[src/rtl/core/bmp_pkg.sv]
// Shared types, constants and helper functions for the BLE MIDI packet parser.
// Used by the front end, the job queue, the back end and the top level.
package bmp_pkg;

    // Default depth of the job queue between the front and back ends.
    localparam int QUEUE_DEPTH_DEF = 4;

    // MIDI status bytes and masks that the parser looks at.
    localparam logic [7:0] ST_SYSEX_START = 8'hF0;
    localparam logic [7:0] ST_SYSEX_END   = 8'hF7;
    localparam logic [7:0] ST_PROG_CHANGE = 8'hC0;
    localparam logic [7:0] ST_CHAN_PRESS  = 8'hD0;
    localparam logic [7:0] ST_MTC_QFRAME  = 8'hF1;
    localparam logic [7:0] ST_SONG_POS    = 8'hF2;
    localparam logic [7:0] ST_SONG_SEL    = 8'hF3;
    localparam logic [7:0] ST_STATUS_BIT  = 8'h80;
    localparam logic [7:0] ST_HI_MASK     = 8'hF0;

    // One job: up to three message bytes that one input byte releases.
    // first applies to bytes[0], last applies to bytes[cnt-1].
    typedef struct packed {
        logic [1:0]      cnt;
        logic            first;
        logic            last;
        logic [2:0][7:0] bytes;
    } t_job;

    // Total size of a message in bytes, judged by its status byte.
    // Zero for a data byte and for the sysex start.
    function automatic logic [1:0] msg_size(input logic [7:0] st);
        logic [1:0] sz;
        logic [7:0] hi;
        hi = st & ST_HI_MASK;
        if ((st & ST_STATUS_BIT) == 8'h00) begin
            sz = 2'd0;
        end else if (hi != ST_HI_MASK) begin
            sz = (hi == ST_PROG_CHANGE || hi == ST_CHAN_PRESS) ? 2'd2 : 2'd3;
        end else if (st == ST_SYSEX_START) begin
            sz = 2'd0;
        end else if (st == ST_MTC_QFRAME || st == ST_SONG_SEL) begin
            sz = 2'd2;
        end else if (st == ST_SONG_POS) begin
            sz = 2'd3;
        end else begin
            sz = 2'd1;
        end
        return sz;
    endfunction

endpackage

[src/rtl/core/bmp_front.sv]
// Front end of the BLE MIDI packet parser: walks the packet phases and turns
// each accepted byte into at most one job. Depends on bmp_pkg.
module bmp_front
    import bmp_pkg::*;
(
    input  logic       i_clk,
    input  logic       i_rst_n,
    input  logic       i_accept,
    input  logic [7:0] i_byte,
    input  logic       i_end,
    output logic       o_push,
    output t_job       o_job
);

    localparam logic [2:0] PH_HEADER  = 3'd0;
    localparam logic [2:0] PH_STAMP   = 3'd1;
    localparam logic [2:0] PH_STATUS  = 3'd2;
    localparam logic [2:0] PH_COLLECT = 3'd3;
    localparam logic [2:0] PH_SYSEX   = 3'd4;

    logic [2:0] r_phase, n_phase;
    logic [7:0] r_status, n_status;
    logic [7:0] r_data, n_data;
    logic [1:0] r_pend, n_pend;
    logic       emit;
    logic [1:0] sz_in;

    assign sz_in = msg_size(i_byte);

    always_comb begin
        n_phase  = PH_STAMP;
        n_status = r_status;
        n_data   = r_data;
        n_pend   = r_pend;
        emit     = 1'b0;
        o_job    = '0;
        case (r_phase)
            PH_STAMP: begin
                n_phase = PH_STATUS;
            end
            PH_STATUS: begin
                if ((i_byte & ST_STATUS_BIT) == 8'h00) begin
                    n_phase = PH_STAMP;
                end else if (i_byte == ST_SYSEX_START) begin
                    emit           = 1'b1;
                    o_job.cnt      = 2'd1;
                    o_job.first    = 1'b1;
                    o_job.last     = i_end;
                    o_job.bytes[0] = i_byte;
                    n_phase        = PH_SYSEX;
                end else if (sz_in == 2'd1) begin
                    emit           = 1'b1;
                    o_job.cnt      = 2'd1;
                    o_job.first    = 1'b1;
                    o_job.last     = 1'b1;
                    o_job.bytes[0] = i_byte;
                    n_phase        = PH_STAMP;
                end else begin
                    n_status = i_byte;
                    n_pend   = sz_in - 2'd1;
                    n_phase  = PH_COLLECT;
                end
            end
            PH_COLLECT: begin
                if (r_pend == 2'd2) begin
                    n_data  = i_byte;
                    n_pend  = 2'd1;
                    n_phase = PH_COLLECT;
                end else begin
                    emit           = 1'b1;
                    o_job.first    = 1'b1;
                    o_job.last     = 1'b1;
                    o_job.bytes[0] = r_status;
                    if (msg_size(r_status) == 2'd3) begin
                        o_job.cnt      = 2'd3;
                        o_job.bytes[1] = r_data;
                        o_job.bytes[2] = i_byte;
                    end else begin
                        o_job.cnt      = 2'd2;
                        o_job.bytes[1] = i_byte;
                    end
                    n_pend  = 2'd0;
                    n_phase = PH_STAMP;
                end
            end
            PH_SYSEX: begin
                emit           = 1'b1;
                o_job.cnt      = 2'd1;
                o_job.first    = 1'b0;
                o_job.bytes[0] = i_byte;
                if (i_byte == ST_SYSEX_END) begin
                    o_job.last = 1'b1;
                    n_phase    = PH_STAMP;
                end else begin
                    o_job.last = i_end;
                    n_phase    = PH_SYSEX;
                end
            end
            default: begin
                n_phase = PH_STAMP;
            end
        endcase
        if (i_end) begin
            n_phase = PH_HEADER;
            n_pend  = 2'd0;
        end
    end

    assign o_push = i_accept & emit;

    always_ff @(posedge i_clk) begin
        if (!i_rst_n) begin
            r_phase  <= PH_HEADER;
            r_status <= '0;
            r_data   <= '0;
            r_pend   <= '0;
        end else if (i_accept) begin
            r_phase  <= n_phase;
            r_status <= n_status;
            r_data   <= n_data;
            r_pend   <= n_pend;
        end
    end

endmodule

[src/rtl/core/bmp_fifo.sv]
// Short job queue between the front and back ends of the packet parser.
// Depends on bmp_pkg for the job type.
module bmp_fifo
    import bmp_pkg::*;
#(
    parameter int DEPTH = QUEUE_DEPTH_DEF
) (
    input  logic i_clk,
    input  logic i_rst_n,
    input  logic i_push,
    input  t_job i_wr_job,
    input  logic i_pop,
    output logic o_valid,
    output logic o_full,
    output t_job o_rd_job
);

    localparam int PW = (DEPTH > 1) ? $clog2(DEPTH) : 1;
    localparam int CW = $clog2(DEPTH + 1);

    t_job          r_mem [DEPTH];
    logic [PW-1:0] r_wr_ptr, r_rd_ptr;
    logic [CW-1:0] r_count;
    logic          do_push, do_pop;

    assign o_valid  = (r_count != '0);
    assign o_full   = (r_count == CW'(DEPTH));
    assign o_rd_job = r_mem[r_rd_ptr];
    assign do_push  = i_push & ~o_full;
    assign do_pop   = i_pop & o_valid;

    function automatic logic [PW-1:0] ptr_inc(input logic [PW-1:0] p);
        return (p == PW'(DEPTH - 1)) ? '0 : p + 1'b1;
    endfunction

    always_ff @(posedge i_clk) begin
        if (do_push) begin
            r_mem[r_wr_ptr] <= i_wr_job;
        end
    end

    always_ff @(posedge i_clk) begin
        if (!i_rst_n) begin
            r_wr_ptr <= '0;
            r_rd_ptr <= '0;
            r_count  <= '0;
        end else begin
            if (do_push) begin
                r_wr_ptr <= ptr_inc(r_wr_ptr);
            end
            if (do_pop) begin
                r_rd_ptr <= ptr_inc(r_rd_ptr);
            end
            if (do_push && !do_pop) begin
                r_count <= r_count + 1'b1;
            end else if (do_pop && !do_push) begin
                r_count <= r_count - 1'b1;
            end
        end
    end

    a_no_overflow: assert property (@(posedge i_clk) disable iff (!i_rst_n)
        i_push |-> !o_full)
        else $error("job pushed into a full queue");

    a_count_track: assert property (@(posedge i_clk) disable iff (!i_rst_n)
        (do_push && !do_pop) |=> (r_count == $past(r_count) + 1'b1))
        else $error("queue fill count lost a push");

endmodule

[src/rtl/core/bmp_back.sv]
// Back end of the packet parser: takes jobs from the queue and sends their
// bytes out one per transaction from an output register. Depends on bmp_pkg.
module bmp_back
    import bmp_pkg::*;
(
    input  logic       i_clk,
    input  logic       i_rst_n,
    input  logic       i_job_valid,
    input  t_job       i_job,
    output logic       o_pop,
    output logic       o_valid,
    input  logic       i_ready,
    output logic [7:0] o_byte,
    output logic       o_first,
    output logic       o_last
);

    logic       r_valid;
    t_job       r_job;
    logic [1:0] r_idx;
    logic       at_end, done;

    assign at_end = (r_idx == r_job.cnt - 2'd1);
    assign done   = r_valid & i_ready & at_end;
    assign o_pop  = i_job_valid & (~r_valid | done);

    always_comb begin
        case (r_idx)
            2'd0:    o_byte = r_job.bytes[0];
            2'd1:    o_byte = r_job.bytes[1];
            default: o_byte = r_job.bytes[2];
        endcase
    end

    assign o_valid = r_valid;
    assign o_first = r_job.first & (r_idx == 2'd0);
    assign o_last  = r_job.last & at_end;

    always_ff @(posedge i_clk) begin
        if (!i_rst_n) begin
            r_valid <= 1'b0;
            r_idx   <= '0;
        end else if (o_pop) begin
            r_valid <= 1'b1;
            r_idx   <= '0;
        end else if (done) begin
            r_valid <= 1'b0;
            r_idx   <= '0;
        end else if (r_valid && i_ready) begin
            r_idx <= r_idx + 2'd1;
        end
    end

    always_ff @(posedge i_clk) begin
        if (o_pop) begin
            r_job <= i_job;
        end
    end

    a_idx_in_job: assert property (@(posedge i_clk) disable iff (!i_rst_n)
        r_valid |-> (r_idx < r_job.cnt))
        else $error("byte index ran past the end of the job");

    a_pop_when_free: assert property (@(posedge i_clk) disable iff (!i_rst_n)
        o_pop |-> (!r_valid || (i_ready && at_end)))
        else $error("new job loaded over one still being sent");

    a_reset_idle: assert property (@(posedge i_clk)
        !i_rst_n |=> !r_valid)
        else $error("output valid after reset");

endmodule

[src/rtl/core/ble_midi_packet_parser.sv]
// Top level of the BLE MIDI packet parser: front end, job queue and back end.
// Depends on bmp_pkg, bmp_front, bmp_fifo and bmp_back.
//
// Usage:
//   The slave channel takes the raw bytes of BLE MIDI packets, one byte per
//   transaction, with s_axis_tlast high on the final byte of each packet.
//   The master channel delivers decoded MIDI message bytes, one per
//   transaction; tuser is high on the first byte of a message and tlast on
//   the byte that ends a message or a sysex run.
//   Header and timestamp bytes are dropped; complete channel and system
//   messages come out as a burst of one to three bytes, sysex streams
//   byte by byte. Messages cut short by the end of a packet are discarded.
// Timing:
//   One input byte is accepted per cycle while the job queue has room.
//   A message byte passes through the job queue and the back end's output
//   register. While tready is high, the master side sends one byte per
//   cycle, and the queue (QUEUE_DEPTH jobs) absorbs the bursts that
//   three-byte messages make.
// Reset and stalls:
//   Reset empties the queue and returns the parser to the packet header.
//   When the receiver holds tready low, the output register holds its byte,
//   the queue fills, and s_axis_tready drops only once the queue is full.
module ble_midi_packet_parser
    import bmp_pkg::*;
#(
    parameter int QUEUE_DEPTH = QUEUE_DEPTH_DEF
) (
    input  logic       i_clk,
    input  logic       i_rst_n,
    // Slave side: raw packet bytes.
    input  logic       i_s_axis_tvalid,
    output logic       o_s_axis_tready,
    input  logic [7:0] i_s_axis_tdata,   // [7:0] data_byte
    input  logic       i_s_axis_tlast,   // packet_end
    // Master side: decoded message bytes.
    output logic       o_m_axis_tvalid,
    input  logic       i_m_axis_tready,
    output logic [7:0] o_m_axis_tdata,   // [7:0] msg_byte
    output logic       o_m_axis_tuser,   // [0] msg_first
    output logic       o_m_axis_tlast    // msg_last
);

    logic in_accept;
    logic push, pop, q_valid, q_full;
    t_job wr_job, rd_job;

    // The front end is never stalled by the back end directly; only a full
    // queue holds off new input bytes.
    assign o_s_axis_tready = ~q_full;
    assign in_accept       = i_s_axis_tvalid & ~q_full;

    bmp_front u_front (
        .i_clk    (i_clk),
        .i_rst_n  (i_rst_n),
        .i_accept (in_accept),
        .i_byte   (i_s_axis_tdata),
        .i_end    (i_s_axis_tlast),
        .o_push   (push),
        .o_job    (wr_job)
    );

    bmp_fifo #(
        .DEPTH (QUEUE_DEPTH)
    ) u_fifo (
        .i_clk    (i_clk),
        .i_rst_n  (i_rst_n),
        .i_push   (push),
        .i_wr_job (wr_job),
        .i_pop    (pop),
        .o_valid  (q_valid),
        .o_full   (q_full),
        .o_rd_job (rd_job)
    );

    bmp_back u_back (
        .i_clk       (i_clk),
        .i_rst_n     (i_rst_n),
        .i_job_valid (q_valid),
        .i_job       (rd_job),
        .o_pop       (pop),
        .o_valid     (o_m_axis_tvalid),
        .i_ready     (i_m_axis_tready),
        .o_byte      (o_m_axis_tdata),
        .o_first     (o_m_axis_tuser),
        .o_last      (o_m_axis_tlast)
    );

endmodule

[config.mk]
export PLATFORM = sky130hd
export DESIGN_NAME = ble_midi_packet_parser
export DESIGN_NICKNAME = d
export VERILOG_FILES = /design/src/rtl/core/bmp_pkg.sv /design/src/rtl/core/bmp_front.sv /design/src/rtl/core/bmp_fifo.sv /design/src/rtl/core/bmp_back.sv /design/src/rtl/core/ble_midi_packet_parser.sv
export SDC_FILE = /design/constraint.sdc
export NUM_CORES = 1
export LEC_CHECK = 0
export BUFFER_PORTS_ARGS = -buffer_cell sky130_fd_sc_hd__buf_2
export CORE_UTILIZATION = 33
export DETAILED_ROUTE_END_ITERATION = 7
export PLACE_DENSITY = 0.5
export SKIP_LAST_GASP = 1
export SLEW_MARGIN = 20
export SYNTH_ARGS = -nofsm -noshare
export SYNTH_HDL_FRONTEND = slang
export SYNTH_SLANG_ARGS = --single-unit
[constraint.sdc]
create_clock -name i_clk -period 5.1 [get_ports i_clk]
set_clock_uncertainty 0.15 [all_clocks]
set_input_delay 1.53 -clock i_clk [delete_from_list [all_inputs] [get_ports i_clk]]
set_output_delay 1.53 -clock i_clk [all_outputs]
set_load 0.02 [all_outputs]
### Word-level counts from Yosys, hierarchy flattened

Memories as Yosys holds them, arrays and structs flattened. A register that Yosys moved wholly into a read port is not among the register bits.
Index checks and enable logic that the tools add are counted.

* muxes and demuxes: 55
* add/subtract/negate cells: 7
* reduce and logical (&&, ||, !) cells: 20
* bitwise logic cells: 16
* equality and inequality tests: 30

Operators by type and width (count)
* 8-bit equality test, second input constant: 9
* 2-bit two-way mux: 20
* 8-bit two-way mux: 5
* 28-bit two-way mux: 1
* 8-bit one-hot mux with 3 select lines: 1
* 3-bit two-way mux: 7
* 4-bit equality test, second input constant: 4
* 8-bit logical NOT: 2
* 16-bit two-way mux: 1
* 8-bit one-hot mux with 2 select lines: 1
* 1-bit two-way mux: 13
* 3-bit one-hot mux with 4 select lines: 1
* 4-bit one-hot mux with 3 select lines: 1
* 5-bit AND reduction: 2
* 1-bit AND: 9
* 3-bit != test, second input constant: 3
* 2-bit equality test, second input constant: 4
* 4-bit two-way mux: 2
* 4-bit != test, second input constant: 2
* 2-bit by 1-bit adder with 2-bit output, second input constant: 3
* 3-bit by 2-bit equality test with 1-bit output, second input constant: 2
* 3-bit equality test, second input constant: 2
* 1-bit NOT: 6
* 3-bit nonzero test: 2
* 16 further kinds: 25

* output and inout port bits: 12
* register bits after elaboration: 31
* memories: 1
* word-level logic and storage cells: 138
* bits of input ports: 13
* RAM bits: 112

Memory list
* u_fifo.r_mem: words 4, bits a word 28, rd ports 1, clocked after Yosys merged registers in 1, write ports 1, line bmp_fifo.sv:21 `t_job r_mem [DEPTH];`

### Depth between registers and ports, before layout

Gate-level depths: netlist (run 1).

* depth after elaboration: 17
* depth in mapped cells: 15
* depth with buffers taken out: 13

### Cells and area by module

A second synthesis (run 1) with hierarchy kept.

* cell total of the unflattened synthesis: 444
* area, all modules: 7228.2 um^2

By module, submodules not included
* bmp_fifo: sequential area each 3543.4 um^2, instances 1, area an instance 4571.9 um^2, cells each 197
* bmp_front: sequential area each 420.4 um^2, instances 1, area an instance 1456.4 um^2, cells each 164
* bmp_back: sequential area each 900.9 um^2, instances 1, area an instance 1189.9 um^2, cells each 81
* ble_midi_packet_parser: sequential area each 0.0 um^2, instances 1, area an instance 10.0 um^2, cells each 2

### Worst setup path before layout (run 1)

No wires, ideal clock.

* path type: input to register
* start: input port i_s_axis_tdata[3]
* end: register u_fifo.r_count[2]
* path slack: 878 ps
* stages: 14
* required time: 4880 ps
* buffers on the path: 2
* library setup time: 70 ps
* arrival time: 4002 ps
* path through: clkbuf_1 > nor3_1 > o21ai_0 > ha_1 > a21oi_2 > o21ai_2 > buf_4 > o21a_1 > ha_1 > inv_1 > fa_1 > xor2_1 > or3_1 > a21oi_1

* word-level cells in the longest chain between the ends: 16
* elaborated cells on any way between the ends: 22
* classes of those cells: 5 x eq/ne; 10 x mux; 2 x bitwise; 5 x reduce/logical

Ends and longest elaborated chain
* start, declared: line ble_midi_packet_parser.sv:33 `input logic [7:0] i_s_axis_tdata,`
* 8-bit equality test, on equally long branches: line bmp_pkg.sv:42, bmp_pkg.sv:40
* 2-bit two-way mux or 1-bit logical OR (tied branches): line bmp_pkg.sv:42, bmp_pkg.sv:40
* 2-bit two-way mux: line bmp_pkg.sv:40 `end else if (st == ST_MTC_QFRAME || st == ST_SONG_SEL) begin`
* 2-bit two-way mux: line bmp_pkg.sv:38 `end else if (st == ST_SYSEX_START) begin`
* 2-bit two-way mux: line bmp_pkg.sv:36 `end else if (hi != ST_HI_MASK) begin`
* 2-bit two-way mux: line bmp_pkg.sv:34 `if ((st & ST_STATUS_BIT) == 8'h00) begin`
* 2-bit by 1-bit equality test with 1-bit output: line bmp_front.sv:51 `end else if (sz_in == 2'd1) begin`
* 1-bit two-way mux: line bmp_front.sv:51
* 1-bit two-way mux (*): line bmp_front.sv:44 `end else if (i_byte == ST_SYSEX_START) begin`
* 1-bit two-way mux (*): line bmp_front.sv:42 `if ((i_byte & ST_STATUS_BIT) == 8'h00) begin`
* 1-bit one-hot mux with 3 select lines (*): line bmp_front.sv:37 `case (r_phase)`
* 1-bit AND (*): line bmp_front.sv:109 `assign o_push = i_accept & emit;`
* 1-bit AND (*): line bmp_fifo.sv:29 `assign do_push = i_push & ~o_full;`
* net u_fifo.do_push: line bmp_fifo.sv:24 `logic do_push, do_pop;`
* 1-bit logical NOT: line bmp_fifo.sv:56 `end else if (do_pop && !do_push) begin`
* 1-bit logical AND: line bmp_fifo.sv:56
* 2-bit nonzero test (no line)
* end signal, assigned: line bmp_fifo.sv:55 `r_count <= r_count + 1'b1;`
* end signal, assigned: line bmp_fifo.sv:57 `r_count <= r_count - 1'b1;`
* end, declared: line bmp_fifo.sv:23 `logic [CW-1:0] r_count;`

Mark *: on every way through the listed nets, which the timed path passes. The rest lies on a longest branch.
A chain may end at the register's enable or synchronous reset.

### Worst setup path in the final report (run 1)

* start: input port i_s_axis_tdata[6]
* end: register u_fifo.r_count[2]

Same word-level chain as after synthesis.

==> qor.csv, run 1 <==
stage;metric;value;unit
setup_path;slowest CP cell;a2111oi_0;
pwr;Net Sw Power;1.098;mW
finish;Nets;530;
grt;met3 usage;0.03506;
outcome;status;complete, no violations;
finish;most common cell after layout, fill and taps aside;edfxtp_1;
cts;CTS resizes;0;
pwr;VDD IR max;0.0002414;V
setup_path;crit path DAT;4.31;ns
yosys;Avg Cell Area, Syn;15.00;sq um
yosys;Post-synth EDFFs;140;
cts;CTS Sinks;171;
route;DR DRC count;0;
grt;busiest grt layer;met2;
finish;share of cells above drive strength 1;0.2019;
floorplanning;I/O Pins;25;
finish;most frequent cells in the layout;edfxtp_1, nand2_1, dfxtp_1;
route;drt total wl;14730;um
pwr;clock share of power;0.335;
pwr;Sw Share;0.2905;
setup_path;CP dominant cell by count;ha_1;
yosys;synthesized cell area;7228;sq um
sta;Slew @ Worst Pin;0.7643;ns
run;MaxCap Viol Count;0;
setup_path;critical path startpoint;i_s_axis_tdata[6];
setup_path;reg2reg setup slack;2.07;ns
finish;Post-Layout Cell Count;795;
yosys;post-synth cell types;62;
finish;register area;4826;sq um
placed_design;Placer Congestion;0.8488;
hold_path;Hold Startpoint;u_front.r_pend[0]$_SDFFE_PN0P_;
cts;CTS tree;built;
finish;Fill cells;1991;
yosys;FFs w/ async S/R, synth;0;
setup_path;Largest stage delay, worst path;0.57;ns
cts;Post-CTS Setup Bufs;0;
grt;met1 usage;0.1896;
pwr;Pwr Total;3.779;mW
cts;Clock Latency Late Sink;0.42;ns
cts;CTS root buf;clkbuf_16;
sta;final setup TNS;0;ns
yosys;sequential element share of the synthesized area;0.6675;
cts;buffers from clock root to sink, at most;2;
route;post-route ant nets;0;
sta;fin crit period;4.099;ns
hold_path;class of the worst hold path;reg2reg;
route;DR WL/cell;18.53;um
floorplanning;Die H;150;um
pwr;power density over the cells;459.5;nW/um^2
setup_path;WS Path Type;in2reg;
grt;GRT Util Overall;0.1415;
sta;Slew headroom;0.4851;
pwr;leakage power total;2.704;nW
cts;CTS buffer count;17;
yosys;ys flop type;edfxtp_1;
sta;Slew Viols, Final;0;
grt;first-pass GRT wire length;23320;um
setup_path;Critical Path End Type;flip-flop;
route;drt via density;5.122;
setup_path;Max FO, Critical Path;8;
setup_path;R2R Path Start;u_front.r_phase[1]$_SDFFE_PN0P_;
finish;Synth-to-Final Area Change;13.76;%
setup_path;Setup crit start kind;input port;
setup_path;crit-path cells;buf_2 > nand4_1 > a2111oi_0 > nor2_1 > ha_1 > a21oi_2 > o21ai_2 > o21a_1 > ha_1 > inv_1 > fa_1 > xor2_1 > or3_1 > a21oi_1;
cts;CTS Hold Bufs;0;
yosys;Syn. warnings;0;
placed_design;Final HPWL DP;9471;um
setup_path;CP required;5.31;ns
floorplanning;row count;53;
grt;grt total ovfl;0;
floorplanning;Die W;150;um
pwr;part of the power in combinational logic;0.203;
floorplanning;core area;21220;sq um
cts;H-tree depth;4;
placed_design;PortBufs;24;
sta;final worst path period share;0.8037;
route;DR vias;4072;
finish;Multi-input gate area;2213;sq um
sta;RSZ-0062 raised after global routing;no;
grt;vias in the first global route;4188;
finish;Antenna diodes;0;
placed_design;Inst Count DP;763;
route;first-pass iteration count of the detailed router;5;
pwr;P_int;2.681;mW
sta;Max Fclk;244.0;MHz
floorplanning;starting density of the core;0.3406;
grt;met2 GRT Util;0.2250;
yosys;Cells after Synth;482;
floorplanning;die area;22500;sq um
sta;final number of hold-violating endpoints;0;
pwr;share of power burned in registers;0.463;
cts;clock-pin slew on the worst setup and hold paths;0.07;ns
sta;Final setup viols;0;
yosys;total nets after synthesis;505;
route;DR iter-0 viols;271;
grt;pin count of the biggest net entering global routing;39;
grt;initial antenna violation count;0;
yosys;FF+latch count, synth;171;
==> flip-flops by register name, summed over array words and instances, names as in the netlist <==
signal	cells
u_fifo.r_count	3
u_front.r_pend	2
u_back.o_valid	1
u_fifo.r_wr_ptr	2
u_front.r_phase	3
u_fifo.r_mem	112
u_back.r_job	28
u_front.r_data	8
u_fifo.r_rd_ptr	2
u_back.r_idx	2
u_front.r_status	8
==> per-stage QoR <==
step	utilization	hold WS [ns]	area, sq um	setup WS (ns)
after floorplan	-	0.2796	7228	0.8780
after global placement	0.3599	0.2922	7637	0.7427
after detailed placement	0.3601	0.3095	7642	0.5973
after CTS	0.3875	0.3195	8223	0.9267
after global routing	0.3875	0.3663	8223	0.8130
final	0.3875	0.3172	8223	1.001
==> cells in the mapped netlist, drive strengths merged, types with 3 or more instances <==
cell type,count,share of area
nand2,44,0.023
o211a,4,0.0055
nor3b,3,0.0031
and2,12,0.010
nor4b,3,0.0036
o311ai,3,0.0036
edfxtp,140,0.58
o211ai,5,0.0052
nand2b,4,0.0035
nor3,3,0.0021
a21oi,21,0.016
o21ai,16,0.012
ha,9,0.016
dfxtp,31,0.086
a22o,7,0.0085
nand4,4,0.0035
a31oi,4,0.0035
inv,14,0.0073
buf,13,0.011
nand3,13,0.0090
mux2i,19,0.026
a22oi,8,0.0083
nor2,20,0.010
a211oi,5,0.0059
clkbuf,16,0.0083
mux4,28,0.087
==> power groups by stage <==
stage	Sequential, mW	Clock, mW	Combinational, mW
floorplan	1.77	0	0.552
global placement	1.78	0	0.774
detailed placement	1.78	0	0.786
CTS	1.75	1.29	0.788
global route	1.76	1.35	0.840
finish	1.75	1.26	0.765
==> kinds of logic (layout without fill, tap and decap cells) <==
kind of cell,after synthesis,after routing,share of synthesized area
flip-flops,171,171,0.6675
AND/OR/NAND/NOR,119,119,0.08447
AO/OA/AOI/OAI,87,87,0.08396
multiplexers,48,48,0.1151
buffers and inverters,44,82,0.02700
adder cells (fa/ha/maj),10,10,0.01835
XOR/XNOR,3,3,0.003636
==> worst paths after layout <==
path / to / cells after the start
hold reg to reg: u_front.r_pend[0]$_SDFFE_PN0P_ / 2
setup / recovery: u_fifo.r_count[2]$_SDFFE_PN0P_ / 14
hold / removal: u_front.r_pend[0]$_SDFFE_PN0P_ / 2
setup reg to reg: u_fifo.r_count[2]$_SDFFE_PN0P_ / 11
==> critical path: cells and delay by family <==
kind                       cells  cell delay (ns)
AOI/OAI and AO/OA              5             1.15
and+or+nand+nor                3             0.62
buffers and inverters          2             0.25
xor gates and xnor gates       1             0.07
adders and majority gates      3             0.67
==> area by class of cell <==
type                            count  share of cell area
Sequential cell                   171              0.5869
Multi-Input combinational cell    267              0.2692
Clock buffer                       17             0.05173
Tap cell                          275             0.04184
Timing Repair Buffer               35             0.02465
Clock inverter                     15             0.01887
Inverter                           15            0.006847
==> layer usage <==
layer | share of wire | wire length (um)
met1 | 0.48 | 7010
met2 | 0.47 | 6972
met3 | 0.040 | 588
met4 | 0.011 | 163
met5 | 0 | 0
No activity file was read; power rests on OpenSTA's default activity.
==> run 2: changes to the inputs <==
Clock period 5.1 ns to 4 ns, I/O delays scaled along.
==> run 2 against run 1 <==
Effect of this change:
- die area unchanged
- register-to-register slack worse by 0.89 ns
- clock power up 37%
- sequential share of layout area down 1.0 points
- flip-flop and latch count unchanged
- largest cell class unchanged
- largest power group unchanged
==> qor.csv, run 2 (same netlist as run 1, synthesis figures left out) <==
stage;metric;value;unit;change
cts;CTS buffer count;17;;unchanged
floorplanning;die area;22500;sq um;unchanged
pwr;clock share of power;0.349;;+0.014
placed_design;Placer Congestion;0.7878;;-7.2%
sta;Slew headroom;0.4920;;+0.006981
finish;Multi-input gate area;2213;sq um;unchanged
pwr;Sw Share;0.2820;;-0.008438
pwr;VDD IR max;0.0002998;V;+24%
finish;Util after Layout;0.3943;;+0.006781
finish;design area;8367;sq um;+1.7%
floorplanning;Die H;150;um;unchanged
setup_path;CP required;4.20;ns;-1.11 ns
setup_path;crit-path cells;buf_2 > inv_1 > a2111oi_0 > nor2_1 > ha_1 > a21oi_2 > o21ai_2 > o21a_1 > ha_1 > inv_1 > fa_1 > xor2_1 > or3_1 > a21oi_1;;
finish;Synth-to-Final Area Change;15.75;%;
route;DR vias;4113;;+1.0%
finish;Reg with most FFs;u_fifo.r_mem;;
grt;initial antenna violation count;0;;unchanged
cts;CTS Hold Bufs;0;;unchanged
finish;Antenna diodes;0;;unchanged
finish;most frequent cells in the layout;edfxtp_1, nand2_1, dfxtp_1;;
sta;final setup TNS;0;ns;unchanged
finish;share of cells above drive strength 1;0.2233;;+0.02134
sta;Hold Slack;0.3121;ns;-0.005077 ns
setup_path;Largest stage delay, worst path;0.51;ns;-0.06 ns
route;DR DRC count;0;;unchanged
placed_design;PortBufs;24;;unchanged
hold_path;class of the worst hold path;reg2reg;;
grt;GRT Util Overall;0.1432;;+0.001680
setup_path;WS Path Type;in2reg;;
setup_path;critical path startpoint;i_s_axis_tdata[0];;
setup_path;cell family with most CP delay;compound AO/OA/AOI/OAI gates;;
pwr;P_int;3.552;mW;+32%
route;drt total wl;14960;um;+1.5%
cts;CTS tree;built;;
pwr;part of the power in combinational logic;0.195;;-0.008
setup_path;Critical Path End Type;flip-flop;;
setup_path;Max FO, Critical Path;9;;+1
cts;buffers from clock root to sink, at most;2;;unchanged
sta;Max Fclk;278.5;MHz;
cts;clock-pin slew on the worst setup and hold paths;0.07;ns;about the same
setup_path;R2R Path Start;u_back.r_job[27]$_DFFE_PP_;;
setup_path;slowest CP cell;a2111oi_0;;
pwr;leakage power total;2.783;nW;+2.9%
grt;grt total ovfl;0;;unchanged
cts;CTS Sinks;171;;unchanged
finish;most common cell after layout, fill and taps aside;edfxtp_1;;
route;DR iter-0 viols;246;;-9.2%
placed_design;pre-CTS setup slack;0.009651;ns;-0.5876 ns
sta;final number of hold-violating endpoints;0;;unchanged
pwr;share of power burned in registers;0.456;;-0.007
setup_path;CP Buf/Inv Count;3;;+1
cts;CTS root buf;clkbuf_16;;
grt;vias in the first global route;4137;;-1.2%
sta;RSZ-0062 raised after global routing;no;;
placed_design;Final HPWL DP;9443;um;-0.30%
sta;Slew Viols, Final;0;;unchanged
floorplanning;row count;53;;unchanged
grt;first-pass GRT wire length;23630;um;+1.3%
run;MaxCap Viol Count;0;;unchanged
finish;biggest regs;u_fifo.r_mem x112, u_back.r_job x28;;
cts;Post-CTS Setup Bufs;0;;unchanged
floorplanning;core area;21220;sq um;unchanged
floorplanning;Die W;150;um;unchanged
cts;H-tree depth;4;;unchanged
finish;Nets;543;;+2.5%
outcome;status;complete, no violations;;
sta;fin crit period;3.590;ns;
grt;pin count of the biggest net entering global routing;38;;-2.6%
hold_path;Hold Startpoint;u_front.r_pend[0]$_SDFFE_PN0P_;;
route;DR WL/cell;18.51;um;-0.11%
finish;Fill cells;1986;;-0.25%
sta;final worst path period share;0.8976;;
sta;Slew @ Worst Pin;0.7605;ns;-0.003789 ns
floorplanning;starting density of the core;0.3406;;unchanged
route;first-pass iteration count of the detailed router;4;;-1
setup_path;crit path DAT;3.79;ns;-0.52 ns
route;drt via density;5.090;;-0.62%
cts;CTS resizes;0;;unchanged
sta;Setup WS post-layout;0.4097;ns;-0.5913 ns
floorplanning;I/O Pins;25;;unchanged
cts;Clock Latency Late Sink;0.42;ns;about the same
sta;Final setup viols;0;;unchanged
pwr;Net Sw Power;1.395;mW;+27%
pwr;power density over the cells;591.3;nW/um^2;+29%
route;post-route ant nets;0;;unchanged
finish;Largest register FFs;112;;unchanged
setup_path;Setup crit start kind;input port;;
placed_design;Cell Area, Placed;7740;sq um;+1.3%
finish;register area;4826;sq um;unchanged
run 2: cell types whose count changed in the layout (fill, tap and decap cells not counted), sizes merged:
cell	before	now
buf	35	48
clkinv	5	2
bufinv	1	3
clkinvlp	1	3
inv	23	22
run 2: power groups by stage:
stage          Clock [mW]  Sequential (mW)  Combinational [mW]
2_1_floorplan           0             2.26               0.704
3_3_place_gp            0             2.29               0.974
3_5_place_dp            0             2.30               0.993
4_1_cts              1.76             2.26               0.993
5_1_grt              1.83             2.28                1.07
6_report             1.72             2.26               0.964
run 2: metal layers:
metal,vias up,track usage,part of all wire
li1,1950,-,-
met1,2100,0.1975,0.49
met2,55,0.2271,0.48
met3,8,0.02439,0.018
met4,0,0.05101,0.0066
met5,-,0,0
run 2: worst paths after layout:
path,to,slack (ns),cells after the start
hold / removal,u_front.r_pend[0]$_SDFFE_PN0P_,0.31,2
setup / recovery,u_fifo.r_count[2]$_SDFFE_PN0P_,0.41,14
setup reg to reg,u_fifo.r_count[2]$_SDFFE_PN0P_,1.18,10
hold reg to reg,u_front.r_pend[0]$_SDFFE_PN0P_,0.31,2
run 2: cell type report:
cell class	instances	share of cell area
flip-flops and latches	171	0.5768
clock inverters	15	0.02408
multi-input cells	267	0.2645
inverters	15	0.006729
clock buffers	17	0.05084
well taps	275	0.04112
repair buffers	48	0.03589
run 2: worst register-to-register path: cells and delay by family (launching register included):
| family | cells | cell delay (ns) |
|---|---|---|
| AO/OA/AOI/OAI | 2 | 0.49 |
| flip-flops | 1 | 0.38 |
| adder cells (fa/ha/maj) | 2 | 0.44 |
| buffers and inverters | 1 | 0.09 |
| XOR/XNOR | 2 | 0.37 |
| multiplexers | 1 | 0.41 |
| AND/OR/NAND/NOR | 2 | 0.41 |
run 2: stage by stage:
stage	instances	power, mW
3_5_place_dp	776	3.293
6_report	808	4.947
3_3_place_gp	776	3.265
4_1_cts	808	5.019
5_1_grt	808	5.186
2_1_floorplan	482	2.960
==> run 3: changes to the inputs <==
Clock period 4 ns to 4.6 ns, I/O delays scaled along.
==> run 3 against run 2 <==
Effect of this change:
- flip-flop and latch count is the same
- combinational power fell by 11%
- critical path type unchanged
- die area unchanged
- critical path depth is the same
- count of clock-buffer cells in the layout is the same
- first-iteration DRC count down 24%
- via count increased by 0.27%
==> qor.csv, run 3 (same netlist as run 1, synthesis figures left out) <==
stage;metric;value;unit;change
outcome;status;complete, no violations;;
floorplanning;starting density of the core;0.3406;;unchanged
run;MaxCap Viol Count;0;;unchanged
floorplanning;core area;21220;sq um;unchanged
grt;pin count of the biggest net entering global routing;38;;unchanged
setup_path;WS Path Type;in2reg;;
cts;buffers from clock root to sink, at most;2;;unchanged
cts;CTS buffer count;17;;unchanged
finish;Synth-to-Final Area Change;13.80;%;
sta;Max Fclk;256.0;MHz;
finish;share of cells above drive strength 1;0.2080;;-0.01525
sta;final number of hold-violating endpoints;0;;unchanged
route;DR iter-0 viols;187;;-24%
pwr;power density over the cells;504.1;nW/um^2;-15%
route;drt total wl;15070;um;+0.76%
floorplanning;row count;53;;unchanged
sta;fin crit period;3.906;ns;
setup_path;critical path startpoint;i_s_axis_tdata[7];;
finish;Multi-input gate area;2213;sq um;unchanged
grt;first-pass GRT wire length;23410;um;-0.94%
setup_path;crit path DAT;4.11;ns;+0.32 ns
cts;CTS tree;built;;
placed_design;pre-CTS setup slack;0.2481;ns;+0.2385 ns
cts;Clock Latency Late Sink;0.43;ns;about the same
sta;Setup WS post-layout;0.6945;ns;+0.2848 ns
floorplanning;I/O Pins;25;;unchanged
finish;Fill cells;1989;;+0.15%
setup_path;CP required;4.81;ns;+0.61 ns
sta;Slew headroom;0.4404;;-0.05165
placed_design;PortBufs;24;;unchanged
grt;GRT Util Overall;0.1434;;+0.0001606
finish;Nets;534;;-1.7%
sta;RSZ-0062 raised after global routing;no;;
route;post-route ant nets;0;;unchanged
setup_path;Reg2Reg Depth;9;;-1
route;first-pass iteration count of the detailed router;4;;unchanged
floorplanning;Die H;150;um;unchanged
sta;Final setup viols;0;;unchanged
cts;CTS root buf;clkbuf_16;;
pwr;leakage power total;2.701;nW;-2.9%
route;DR WL/cell;18.86;um;+1.9%
cts;CTS Sinks;171;;unchanged
floorplanning;Die W;150;um;unchanged
finish;biggest regs;u_fifo.r_mem x112, u_back.r_job x28;;
pwr;VDD IR max;0.0002708;V;-9.7%
route;drt via density;5.161;;+1.4%
sta;Slew Viols, Final;0;;unchanged
finish;Largest register FFs;112;;unchanged
setup_path;Setup crit start kind;input port;;
route;DR vias;4124;;+0.27%
sta;Slew @ Worst Pin;0.8306;ns;+0.07009 ns
finish;register area;4826;sq um;unchanged
setup_path;Max FO, Critical Path;9;;unchanged
finish;Antenna diodes;0;;unchanged
hold_path;Hold Startpoint;u_front.r_pend[0]$_SDFFE_PN0P_;;
placed_design;Final HPWL DP;9498;um;+0.58%
finish;Reg with most FFs;u_fifo.r_mem;;
sta;final worst path period share;0.8490;;
cts;Post-CTS Setup Bufs;0;;unchanged
cts;H-tree depth;4;;unchanged
cts;CTS resizes;0;;unchanged
cts;CTS Hold Bufs;0;;unchanged
grt;vias in the first global route;4156;;+0.46%
setup_path;Critical Path End Type;flip-flop;;
finish;most frequent cells in the layout;edfxtp_1, nand2_1, dfxtp_1;;
hold_path;class of the worst hold path;reg2reg;;
finish;most common cell after layout, fill and taps aside;edfxtp_1;;
placed_design;Placer Congestion;0.8531;;+8.3%
cts;clock-pin slew on the worst setup and hold paths;0.07;ns;about the same
sta;final setup TNS;0;ns;unchanged
route;DR DRC count;0;;unchanged
floorplanning;die area;22500;sq um;unchanged
grt;grt total ovfl;0;;unchanged
grt;initial antenna violation count;0;;unchanged
setup_path;R2R Path Start;u_front.r_phase[2]$_SDFFE_PN0P_;;
hold_path;WHS Path Cells;2;;unchanged
## run 3: cell types whose count changed in the layout (fill, tap and decap cells not counted), sizes merged
cell      change
buf           -9
bufinv        -3
clkinv        +1
clkinvlp      +1
inv           +1
## run 3: report_power, final
group | leakage, nW | internal (mW) | switching [mW]
clock | 0.262 | 0.710 | 0.640
combinational | 0.973 | 0.335 | 0.523
sequential | 1.47 | 1.87 | 0.0648
## run 3: final timing paths
kind / end / slack (ns)
worst max-delay path: u_fifo.r_count[2]$_SDFFE_PN0P_ / 0.69
worst min-delay path: u_front.r_pend[0]$_SDFFE_PN0P_ / 0.31
worst max register to register: u_fifo.r_count[2]$_SDFFE_PN0P_ / 1.83
worst min register to register: u_front.r_pend[0]$_SDFFE_PN0P_ / 0.31
## run 3: critical path, stage by stage
cell and delay [ns]:
buf_2 0.19, nand4_1 0.22, a2111oi_0 0.47, nor2_1 0.12, ha_1 0.28, a21oi_2 0.19
o21ai_2 0.07, o21a_1 0.19, ha_1 0.20, inv_1 0.09, fa_1 0.19, xor2_1 0.07
or3_1 0.31, a21oi_1 0.14
## run 3: layout make-up
class                      count  area share
clock buffer                  17     0.05172
clock inverter                15     0.01552
inverter                      15    0.006845
multi-input combinational    267      0.2691
sequential                   171      0.5867
tap                          275     0.04183
timing repair buffer          39     0.02829
## run 3: per-stage QoR
stage / total power, mW / std cells / instance area, sq um / hold WS, ns / utilization
floorplan: 2.574 / 482 / 7228 / 0.2796 / -
global placement: 2.846 / 767 / 7667 / 0.2909 / 0.3613
detailed placement: 2.859 / 767 / 7672 / 0.3087 / 0.3616
CTS: 4.206 / 799 / 8225 / 0.3186 / 0.3876
global route: 4.335 / 799 / 8225 / 0.3336 / 0.3876
finish: 4.147 / 799 / 8225 / 0.3116 / 0.3876
## run 3: metal layers
metal | GRT usage | up-vias | part of all wire
li1 | - | 1927 | -
met1 | 0.1890 | 2114 | 0.47
met2 | 0.2319 | 66 | 0.49
met3 | 0.02896 | 17 | 0.026
met4 | 0.05505 | 0 | 0.013
met5 | 0 | - | 0
